`config.mk`:
```
export PLATFORM = sky130hd
export DESIGN_NAME = evf_fifo
export DESIGN_NICKNAME = d
export VERILOG_FILES = /design/src/evf_pkg.sv /design/src/evf_fifo.sv
export SDC_FILE = /design/constraint.sdc
export NUM_CORES = 1
export LEC_CHECK = 0
export ABC_AREA = 1
export CAP_MARGIN = 20
export CORE_MARGIN = 1
export CORE_UTILIZATION = 45
export CTS_BUF_LIST = sky130_fd_sc_hd__clkbuf_4 sky130_fd_sc_hd__clkbuf_8
export DETAILED_ROUTE_END_ITERATION = 10
export DONT_BUFFER_PORTS = 1
export MAX_ROUTING_LAYER = met4
export SKIP_CTS_REPAIR_TIMING = 1
export SYNTH_ARGS = -nofsm -noshare
export SYNTH_HDL_FRONTEND = slang
export SYNTH_SLANG_ARGS = --single-unit
```
`constraint.sdc`:
```
create_clock -name clk -period 5.94 [get_ports clk]
set_input_delay 0.891 -clock clk [delete_from_list [all_inputs] [get_ports clk]]
set_output_delay 0.891 -clock clk [all_outputs]
set_load 0.05 [all_outputs]
```
`src/evf_pkg.sv`:
```
package evf_pkg;

  // Configuration register indexes.
  localparam logic [2:0] CFG_LOG_VAR_CONST   = 3'd0;
  localparam logic [2:0] CFG_PERSISTENCE     = 3'd1;
  localparam logic [2:0] CFG_MAGNITUDE_GAIN  = 3'd2;
  localparam logic [2:0] CFG_SIGN_GAIN       = 3'd3;
  localparam logic [2:0] CFG_MEAN_RETURN     = 3'd4;
  localparam logic [2:0] CFG_INITIAL_LOG_VAR = 3'd5;

  // Result status codes.
  localparam logic [1:0] ST_OK             = 2'd0;
  localparam logic [1:0] ST_BAD_PRICE      = 2'd1;
  localparam logic [1:0] ST_NOT_STATIONARY = 2'd2;

  // Job kinds handed from the front to the back.
  localparam logic [1:0] KIND_CLEAR  = 2'd0;
  localparam logic [1:0] KIND_BAD    = 2'd1;
  localparam logic [1:0] KIND_RETURN = 2'd2;

  // Depth of the job queue between front and back.
  localparam int JOBQ_DEPTH = 2;

  // Fixed-point constants, Q.32 unless stated otherwise.
  localparam logic [63:0] LIM                = 64'h0000_7FFF_FFFF_FFFF;
  localparam logic [63:0] NEG_LIM            = 64'hFFFF_8000_0000_0000;
  localparam logic [63:0] OUT48              = 64'h0000_FFFF_FFFF_FFFF;
  localparam logic [63:0] LN2_Q32            = 64'h0000_0000_B172_17F8;
  localparam logic [63:0] LN2_Q64            = 64'hB172_17F7_D1CF_79AC;
  localparam logic [63:0] LOG2E_Q32          = 64'h0000_0001_7154_7653;
  localparam logic [63:0] SQRT_2_OVER_PI_Q32 = 64'd3426888095;
  localparam logic [63:0] LN_2PI_Q32         = 64'd7893621894;

  typedef struct packed {
    logic [31:0] price;
    logic        series_start;
  } in_t;

  typedef struct packed {
    logic [47:0]        variance;
    logic [47:0]        volatility;
    logic signed [47:0] neg_log_likelihood;
    logic [1:0]         status;
  } out_t;

  typedef struct packed {
    logic [1:0]  kind;
    logic        clear;
    logic [31:0] price;
    logic [31:0] prev_price;
  } job_t;

  typedef struct packed {
    logic [31:0] log_var_const;
    logic [31:0] persistence;
    logic [31:0] magnitude_gain;
    logic [31:0] sign_gain;
    logic [31:0] mean_return;
    logic [31:0] initial_log_var;
  } cfg_t;

  // Magnitude of a two's complement word.
  function automatic logic [63:0] mq_abs(input logic [63:0] v);
    return v[63] ? (64'd0 - v) : v;
  endfunction

  // Finish a signed Q.32 product from the unsigned 128-bit product of the
  // magnitudes: drop 32 fraction bits, clamp to LIM, then apply the sign.
  function automatic logic [63:0] mq_fin(input logic [127:0] prod, input logic neg);
    logic [63:0] m;
    m = (|prod[127:79]) ? LIM : {16'd0, prod[79:32]};
    return neg ? (64'd0 - m) : m;
  endfunction

endpackage

```
`src/evf_fifo.sv`:
```
module evf_fifo import evf_pkg::*; (
  input  logic clk,
  input  logic rst_n,
  input  logic push,
  input  job_t push_data,
  input  logic pop,
  output job_t pop_data,
  output logic full,
  output logic not_empty
);

  localparam int PtrW = (JOBQ_DEPTH > 1) ? $clog2(JOBQ_DEPTH) : 1;

  job_t            mem_r [JOBQ_DEPTH];
  logic [PtrW-1:0] wr_r, rd_r;
  logic [PtrW:0]   cnt_r;

  // Write, read and occupancy of the job queue.
  always_ff @(posedge clk) begin
    if (!rst_n) begin
      wr_r  <= '0;
      rd_r  <= '0;
      cnt_r <= '0;
    end else begin
      if (push) begin
        mem_r[wr_r] <= push_data;
        wr_r        <= wr_r + 1'b1;
      end
      if (pop) begin
        rd_r <= rd_r + 1'b1;
      end
      if (push && !pop) begin
        cnt_r <= cnt_r + 1'b1;
      end else if (pop && !push) begin
        cnt_r <= cnt_r - 1'b1;
      end
    end
  end

  assign pop_data  = mem_r[rd_r];
  assign full      = (cnt_r == (PtrW+1)'(JOBQ_DEPTH));
  assign not_empty = (cnt_r != '0);

endmodule

```
==> out/qor.csv <==
metric;value;unit
outcome;completed;
power.clock.fraction;37.1;%
finalInstanceArea;5780;sq um
yosys.area_share.simple;1.18;%
finalMaxSlewViolations;0;
areaGrowthSynthToFinish;11.7;%
grt_overflow_total;0;
ant_nets;0;
core-area;11000;sq um
clkSlewWorstSetupHoldPaths;0.07;ns
grt_max_degree;68;
post_synth.cell_area_avg;21.4;sq um
rows;38;
intPower;1.67;mW
die_w;109;um
die_y;109;um
syn_nets;314;
routed_wl;8.10;mm
start_util;46.9;%
crit_fanout;67;
io_pins;140;
final_net_count;328;
hold_viol;0;
ir_worst_vdd;189;uV
setup_tns;0;ns
cts_buffer_depth;2;
cts_buffers;17;
max-cap-violations;0;
dp_hpwl;5.10;mm
synth_top_family_by_area;multiplexers;
synth_mux_area_share;16.7;%
grt_pass1_vias;2125;
multi_input_area;983;sq um
clock_tree.root_cell;clkbuf_8;
fillers;893;
grt_pass1_wl;11.6;mm
comb_power_share;11.4;%
antenna_found_initial;0;
hp-class;reg -> reg;
critical_path_class;reg -> out;
cts.sinks;139;
clock_latency;0.42;ns
crit_slowest_cell;dfxtp_4;
timing.fmax;334;MHz
h-tree-depth;4;
p_sw_share;24.6;%
ys_ff_latch;139;
leakage;1.96;nW
firstDrtPassIters;5;
pwr-share-seq;51.5;%
syn_area;5180;sq um
cp-start-kind;register;
die-area;11900;sq um
finalNonFillerCells;409;
synth-xor-area-share;0.169;%
dr_total_vias;2126;
tritoncts;done;
grt_setup_unrepaired;no;
regArea;4130;sq um
setup_viol;0;
ys_seq_area_share;79.6;%
synth_cells;242;
worstMarginPinSlew;1.09;ns
yosys_warnings;0;
io_buffer_count;0;
netSwitchingPower;545;uW
grt_usage;14.3;%
crit_path_end_kind;output port;
critical_path.top_delay_family;flip-flops;
worst-path-buf-inv;0;
dp.cells;377;
cp.required;5.05;ns
place.gp.congestion;0.701;
post-route-period-util;50.4;%
placed_cell_area;5340;sq um
power;2.22;mW
min_period;3.00;ns
powerDensity;383;nW/um^2
synth-compound-area-share;0.290;%
synth-adder-area-share;0.242;%
route.detailed.drc;0;
drive_gt1_share;38.7;%
arrival;2.10;ns
n_antenna_cell;0;
yosysUniqueCellTypes;17;
maxSlewHeadroom;27.7;%
slowest_delay;1.05;ns
post_drt_wl_per_cell;19.8;um
via_per_inst;5.20;
finClkSkew;0.0110;ns
crit_chain;mux2_2;
first_iter_violations;91;
## flip-flops by register name (all words and copies together), names as in the netlist, named ones only
register  flops
mem_r       134
cnt_r         2
rd_r          1
wr_r          1
## worst reg2reg max path, delay by kind of cell (launching register included)
family,cells,cell delay (ns)
AND/OR/NAND/NOR,1,0.82
flip-flops,1,0.33
buffers and inverters,2,0.75
## stage by stage
step | hold WS [ns] | worst slack, ns | utilization, %
after floorplan | 0.443 | 1.66 | -
after global placement | 0.462 | 3.06 | 48.4
after detailed placement | 0.463 | 3.04 | 48.4
after CTS | 0.474 | 2.90 | 52.4
after global routing | 0.507 | 2.82 | 52.4
final | 0.476 | 2.94 | 52.4
## worst paths after layout
| check | startpoint | to | slack, ns | depth (start not counted) |
|---|---|---|---|---|
| worst max-delay path | register | pop_data[55] | 2.94 | 1 |
| worst min register to register | wr_r$_SDFFE_PN0P_ | wr_r$_SDFFE_PN0P_ | 0.48 | 2 |
| worst max register to register | wr_r$_SDFFE_PN0P_ | mem_r[1][56]$_DFFE_PP_ | 3.62 | 3 |
| worst min-delay path | wr_r$_SDFFE_PN0P_ | wr_r$_SDFFE_PN0P_ | 0.48 | 2 |
## layout by cell type (no fill, tap or decap)
cell type	instances
dfxtp_1	4
ha_1	1
nand4_1	1
bufinv_16	4
clkinv_2	3
inv_1	9
nor2_1	4
mux2_4	30
dfxtp_4	1
nand2_1	7
clkinvlp_4	3
clkbuf_4	1
clkbuf_8	20
clkinv_4	1
nand3_1	1
nor3_4	1
o21ai_0	1
a21oi_1	2
buf_4	2
nor2_4	1
mux2_2	37
xnor2_1	1
edfxtp_1	134
## logic make-up (layout without fill, tap and decap cells)
logic type	count (synthesis)	after routing
fa+ha+maj	1	1
xor+xnor	1	1
buf+inv	16	43
flops	139	139
mux	67	67
compound gates	3	3
simple gates	15	15
## power by group through the flow
stage | clock network (mW) | logic (mW) | registers (mW)
floorplan | 0 | 0.256 | 1.14
global placement | 0 | 0.253 | 1.16
detailed placement | 0 | 0.254 | 1.16
CTS | 0.848 | 0.254 | 1.14
global route | 0.882 | 0.261 | 1.15
finish | 0.823 | 0.252 | 1.14
## final cells by class
class / count / share of cell area (%)
multi-input cells: 87 / 17.0
well taps: 140 / 3.03
inverters: 9 / 0.584
clock inverters: 11 / 2.88
flip-flops and latches: 139 / 71.4
repair buffers: 2 / 0.260
clock buffers: 21 / 4.89
## synthesized netlist by cell type
cell type  instances  share of area, %
xnor2_1            1              0.17
nand3_1            1             0.097
nand4_1            1              0.12
a21oi_1            2              0.19
o21ai_0            1             0.097
ha_1               1              0.24
buf_2              3              0.29
nor2_1             5              0.36
mux2_2            37               8.0
buf_6              3              0.65
nand2_1            7              0.51
inv_1              9              0.65
edfxtp_1         134                78
buf_4              1              0.15
mux2_4            30               8.7
dfxtp_1            5               1.9
nor3_1             1             0.097
## metal layers
layer / track usage, % / vias to the layer above / routed length, um
li1: - / 962 / -
met1: 15.4 / 1045 / 2990
met2: 20.6 / 108 / 3820
met3: 9.09 / 11 / 1170
met4: 6.86 / 0 / 125
met5: - / - / 0
(Power assumes the default switching activity.)
