$ cat config.mk
export PLATFORM = sky130hd
export DESIGN_NAME = evf_front
export DESIGN_NICKNAME = d
export VERILOG_FILES = /design/src/evf_pkg.sv /design/src/evf_front.sv
export SDC_FILE = /design/constraint.sdc
export NUM_CORES = 1
export LEC_CHECK = 0
export ABC_AREA = 1
export BUFFER_PORTS_ARGS = -buffer_cell sky130_fd_sc_hd__buf_4
export CORE_ASPECT_RATIO = 0.9
export CORE_MARGIN = 8
export CORE_UTILIZATION = 34
export DETAILED_ROUTE_END_ITERATION = 6
export PLACE_DENSITY_LB_ADDON = 0.1
export SLEW_MARGIN = 20
export SYNTH_ARGS = -nofsm -noshare
export SYNTH_HDL_FRONTEND = slang
export SYNTH_SLANG_ARGS = --single-unit
$ cat constraint.sdc
create_clock -name clk -period 1.7 [get_ports clk]
set_input_delay 0.425 -clock clk [delete_from_list [all_inputs] [get_ports clk]]
set_output_delay 0.425 -clock clk [all_outputs]
set_load 0.01 [all_outputs]
$ cat src/evf_pkg.sv
package evf_pkg;

  // Configuration register indexes.
  localparam logic [2:0] CFG_LOG_VAR_CONST   = 3'd0;
  localparam logic [2:0] CFG_PERSISTENCE     = 3'd1;
  localparam logic [2:0] CFG_MAGNITUDE_GAIN  = 3'd2;
  localparam logic [2:0] CFG_SIGN_GAIN       = 3'd3;
  localparam logic [2:0] CFG_MEAN_RETURN     = 3'd4;
  localparam logic [2:0] CFG_INITIAL_LOG_VAR = 3'd5;

  // Result status codes.
  localparam logic [1:0] ST_OK             = 2'd0;
  localparam logic [1:0] ST_BAD_PRICE      = 2'd1;
  localparam logic [1:0] ST_NOT_STATIONARY = 2'd2;

  // Job kinds handed from the front to the back.
  localparam logic [1:0] KIND_CLEAR  = 2'd0;
  localparam logic [1:0] KIND_BAD    = 2'd1;
  localparam logic [1:0] KIND_RETURN = 2'd2;

  // Depth of the job queue between front and back.
  localparam int JOBQ_DEPTH = 2;

  // Fixed-point constants, Q.32 unless stated otherwise.
  localparam logic [63:0] LIM                = 64'h0000_7FFF_FFFF_FFFF;
  localparam logic [63:0] NEG_LIM            = 64'hFFFF_8000_0000_0000;
  localparam logic [63:0] OUT48              = 64'h0000_FFFF_FFFF_FFFF;
  localparam logic [63:0] LN2_Q32            = 64'h0000_0000_B172_17F8;
  localparam logic [63:0] LN2_Q64            = 64'hB172_17F7_D1CF_79AC;
  localparam logic [63:0] LOG2E_Q32          = 64'h0000_0001_7154_7653;
  localparam logic [63:0] SQRT_2_OVER_PI_Q32 = 64'd3426888095;
  localparam logic [63:0] LN_2PI_Q32         = 64'd7893621894;

  typedef struct packed {
    logic [31:0] price;
    logic        series_start;
  } in_t;

  typedef struct packed {
    logic [47:0]        variance;
    logic [47:0]        volatility;
    logic signed [47:0] neg_log_likelihood;
    logic [1:0]         status;
  } out_t;

  typedef struct packed {
    logic [1:0]  kind;
    logic        clear;
    logic [31:0] price;
    logic [31:0] prev_price;
  } job_t;

  typedef struct packed {
    logic [31:0] log_var_const;
    logic [31:0] persistence;
    logic [31:0] magnitude_gain;
    logic [31:0] sign_gain;
    logic [31:0] mean_return;
    logic [31:0] initial_log_var;
  } cfg_t;

  // Magnitude of a two's complement word.
  function automatic logic [63:0] mq_abs(input logic [63:0] v);
    return v[63] ? (64'd0 - v) : v;
  endfunction

  // Finish a signed Q.32 product from the unsigned 128-bit product of the
  // magnitudes: drop 32 fraction bits, clamp to LIM, then apply the sign.
  function automatic logic [63:0] mq_fin(input logic [127:0] prod, input logic neg);
    logic [63:0] m;
    m = (|prod[127:79]) ? LIM : {16'd0, prod[79:32]};
    return neg ? (64'd0 - m) : m;
  endfunction

endpackage

$ cat src/evf_front.sv
module evf_front import evf_pkg::*; (
  input  logic clk,
  input  logic rst_n,
  input  logic in_valid,
  output logic in_stall,
  input  in_t  in_data,
  input  logic q_full,
  output logic q_push,
  output job_t q_data
);

  logic [31:0] last_price_r, last_price_nxt;
  logic        have_last_r, have_last_nxt;
  logic        failed_r, failed_nxt;
  logic        accept, push_c;
  logic [1:0]  kind_c;

  assign accept = in_valid && !q_full;

  // Classify the beat against the series state, after any series start.
  always_comb begin
    failed_nxt     = failed_r && !in_data.series_start;
    have_last_nxt  = have_last_r && !in_data.series_start;
    last_price_nxt = in_data.series_start ? 32'd0 : last_price_r;
    push_c         = 1'b0;
    kind_c         = KIND_CLEAR;
    if (!failed_nxt) begin
      if (in_data.price == 32'd0) begin
        push_c     = 1'b1;
        kind_c     = KIND_BAD;
        failed_nxt = 1'b1;
      end else if (!have_last_nxt) begin
        push_c         = in_data.series_start;
        kind_c         = KIND_CLEAR;
        last_price_nxt = in_data.price;
        have_last_nxt  = 1'b1;
      end else begin
        push_c         = 1'b1;
        kind_c         = KIND_RETURN;
        last_price_nxt = in_data.price;
      end
    end
  end

  always_ff @(posedge clk) begin
    if (!rst_n) begin
      last_price_r <= 32'd0;
      have_last_r  <= 1'b0;
      failed_r     <= 1'b0;
    end else if (accept) begin
      last_price_r <= last_price_nxt;
      have_last_r  <= have_last_nxt;
      failed_r     <= failed_nxt;
    end
  end

  assign in_stall          = q_full;
  assign q_push            = accept && push_c;
  assign q_data.kind       = kind_c;
  assign q_data.clear      = in_data.series_start;
  assign q_data.price      = in_data.price;
  assign q_data.prev_price = last_price_r;

endmodule

==> results.toml <==
[clocking]
clk_pin_slew_ns = 0.07
cts_tree = "yes"
cts_root_buf = "clkbuf_8"
htree_levels = 2
hold_buffers = 0
clock_sinks = 34
cts_buffers = 5
clk_latency_ns = 0.28
cts.path.max_buffers = 2

[yosys]
netlist_instances = 226
synth_top_cell_by_area = "dfxtp_1"
yosysWarnings = 0
synth_area_leaders = "dfxtp_1 40%, nand2_1 16%, buf_4 16%"
ys_seq_area_frac = 0.401
syn_nets = 263
yosysUniqueCellTypes = 20
synth.avg_cell_area_um2 = 7.52
yosys.area.top_type_share = 0.401
syn_area_um2 = 1700
ys_ff_latch = 34

[global_routing]
grt_pass1_wl_mm = 8.87
grt_usage = 0.142
grt_antenna_before_repair = 0
grt_pass1_vias = 1836
grt_use_met1 = 0.164
grtUsageMet3 = 0.0656
grtUsageMet2 = 0.230
grt_max_degree = 24
overflow = 0
top_usage_layer = "met2"

[run]
maxCapViolCount = 0

[worst_setup_path]
critical_path_arrival_ns = 1.41
slowest_stage = "buf_4"
r2r_slack_ns = 0.34
cp-endpoint = "q_data[66]"
worst_setup_path_end_kind = "output pin"
crit_cells = 9
r2r_end = "last_price_r[6]"
ff2ff_path_depth = 11
crit_buf_inv = 3
critPathMaxStageDelay_ns = 0.15
crit_required_ns = 1.27
reg2reg_from = "failed_r"
worstPathMaxFanout = 2
path_class = "input port to output pin"
critPathLaunchType = "input port"
cp_top_family = "simple AND/OR/NAND/NOR gates"
cp_cell_sequence = "buf_8 -> nor2_4 -> nand2_2 -> nor2_2 -> nand2_2 -> buf_4 -> o21ai_4 -> nor2_1 -> buf_4"
cp-startpoint = "in_data[20]"

[cells_and_area]
fillers = 454
syn2layout_area_growth_pct = 71.2
antenna_cells = 0
finalNetCount = 375
fin_util = 0.602
drive_gt1_frac = 0.590

[sta]
fin_crit_sh = 1.08
worst_slack_ns = -0.139
skew_ns = 0.00469
grt_setup_unrepaired = "yes"
fin_crit_ns = 1.84
hold_viol = 0
holdWs_ns = 0.461
slew_headroom = 0.803
drv_slew = 0
setup_tns_ns = -0.298
clock.fmax_mhz = 544
setup_violations = 3
worst_pin_slew_ns = 0.295

[status]
status = "complete, but fails checks"
violations = "negative setup slack"

[floorplanning]
design.core.area_um2 = 4830
io_pins = 106
die_w_um = 90.5
die-area_um2 = 7520
start_util = 0.351
num_rows = 24
die_y_um = 83.1

[power_and_ir_drop]
leakagePower_nw = 1.30
pwr_density_cell_nw_per_um2 = 679
ir_worst_vdd_v = 0.000493

[drt]
totalWireLength_mm = 5.33
wl_per_cell_um = 13.2
vias_per_cell = 4.29
drt_first_pass_iters = 4
drtIter0Drc = 64
antenna_left = 0
drc = 0
vias = 1735

[place]
routabilityCongestion = 0.741
dp_hpwl_mm = 4.16
port_buffers = 105

[min_path]
hold_class = "register to register"
-- per-layer routing --
| metal | up-vias | part of all wire |
|---|---|---|
| met5 | - | 0 |
| met4 | 0 | 0.0039 |
| met3 | 2 | 0.092 |
| met2 | 57 | 0.49 |
| met1 | 777 | 0.41 |
| li1 | 899 | - |
-- flip-flops by register name, indices dropped and copies added (netlist names) --
signal / count
have_last_r: 1
failed_r: 1
last_price_r: 32
-- where the power goes --
part	total, mW	internal (mW)	switching [mW]
clock	0.610	0.327	0.284
combinational	0.510	0.283	0.227
sequential	0.855	0.835	0.0200
total	1.98	1.44	0.531
-- area by class of cell --
class | instances | area, um2 | share of cell area
multi-input cells | 141 | 801 | 0.275
clock inverters | 1 | 5.00 | 0.00172
flip-flops and latches | 34 | 681 | 0.234
well taps | 65 | 81.3 | 0.0280
repair buffers | 148 | 1220 | 0.421
clock buffers | 7 | 86.3 | 0.0297
inverters | 8 | 30.0 | 0.0103
-- cells in the final DEF (no fill, tap or decap), types with 4 or more instances in the layout --
| master | count |
|---|---|
| a21oi_1 | 21 |
| a21oi_2 | 12 |
| buf_4 | 128 |
| nor2_2 | 7 |
| nand2_2 | 7 |
| dfxtp_1 | 34 |
| nor2_1 | 4 |
| buf_12 | 4 |
| clkbuf_8 | 6 |
| nor2_4 | 14 |
| inv_1 | 6 |
| nand2_1 | 69 |
| buf_6 | 15 |
-- worst reg2reg max path, delay by kind of cell, from the launching register on --
family | cells | cell delay (ns)
buffers and inverters | 5 | 0.53
flip-flops | 1 | 0.31
AND/OR/NAND/NOR | 4 | 0.27
AO/OA/AOI/OAI | 2 | 0.18
-- Yosys cell counts (all sizes together) --
| library cell | instances |
|---|---|
| a211oi | 1 |
| a21oi | 33 |
| buf | 40 |
| clkbuf | 3 |
| clkinv | 1 |
| dfxtp | 34 |
| inv | 7 |
| nand2 | 77 |
| nor2 | 25 |
| nor3 | 3 |
| o21ai | 2 |
-- cells by family after synthesis --
kind of cell,synth area share
AOI/OAI and AO/OA,0.134
buffers and inverters,0.210
DFF,0.401
and+or+nand+nor,0.256
-- worst min-delay path by stage --
stage / startpoint / endpoint / depth (start not counted)
after floorplan: failed_r / failed_r / 2
after global placement: last_price_r[7] / last_price_r[7] / 2
after detailed placement: last_price_r[23] / last_price_r[23] / 2
after CTS: last_price_r[23] / last_price_r[23] / 2
after global routing: last_price_r[31] / last_price_r[31] / 2
final: last_price_r[9] / last_price_r[9] / 2
-- timing repair --
item | in CTS | in global routing
gates resized for setup | 35 | 21
pin swaps | 25 | 15
endpoints found under the setup margin | 3 | 35
setup buffers | 1 | 0
-- stage by stage --
step           setup WS [ns]  cell area (um2)  total power, mW  instances
2_1_floorplan         0.0260             1700             1.09        226
3_3_place_gp          -0.225             2610             1.34        395
3_5_place_dp          -0.244             2610             1.34        395
4_1_cts               -0.153             2830             1.98        404
5_1_grt               -0.212             2910             2.09        404
6_report              -0.139             2910             1.98        404
(Power assumes the default switching activity.)
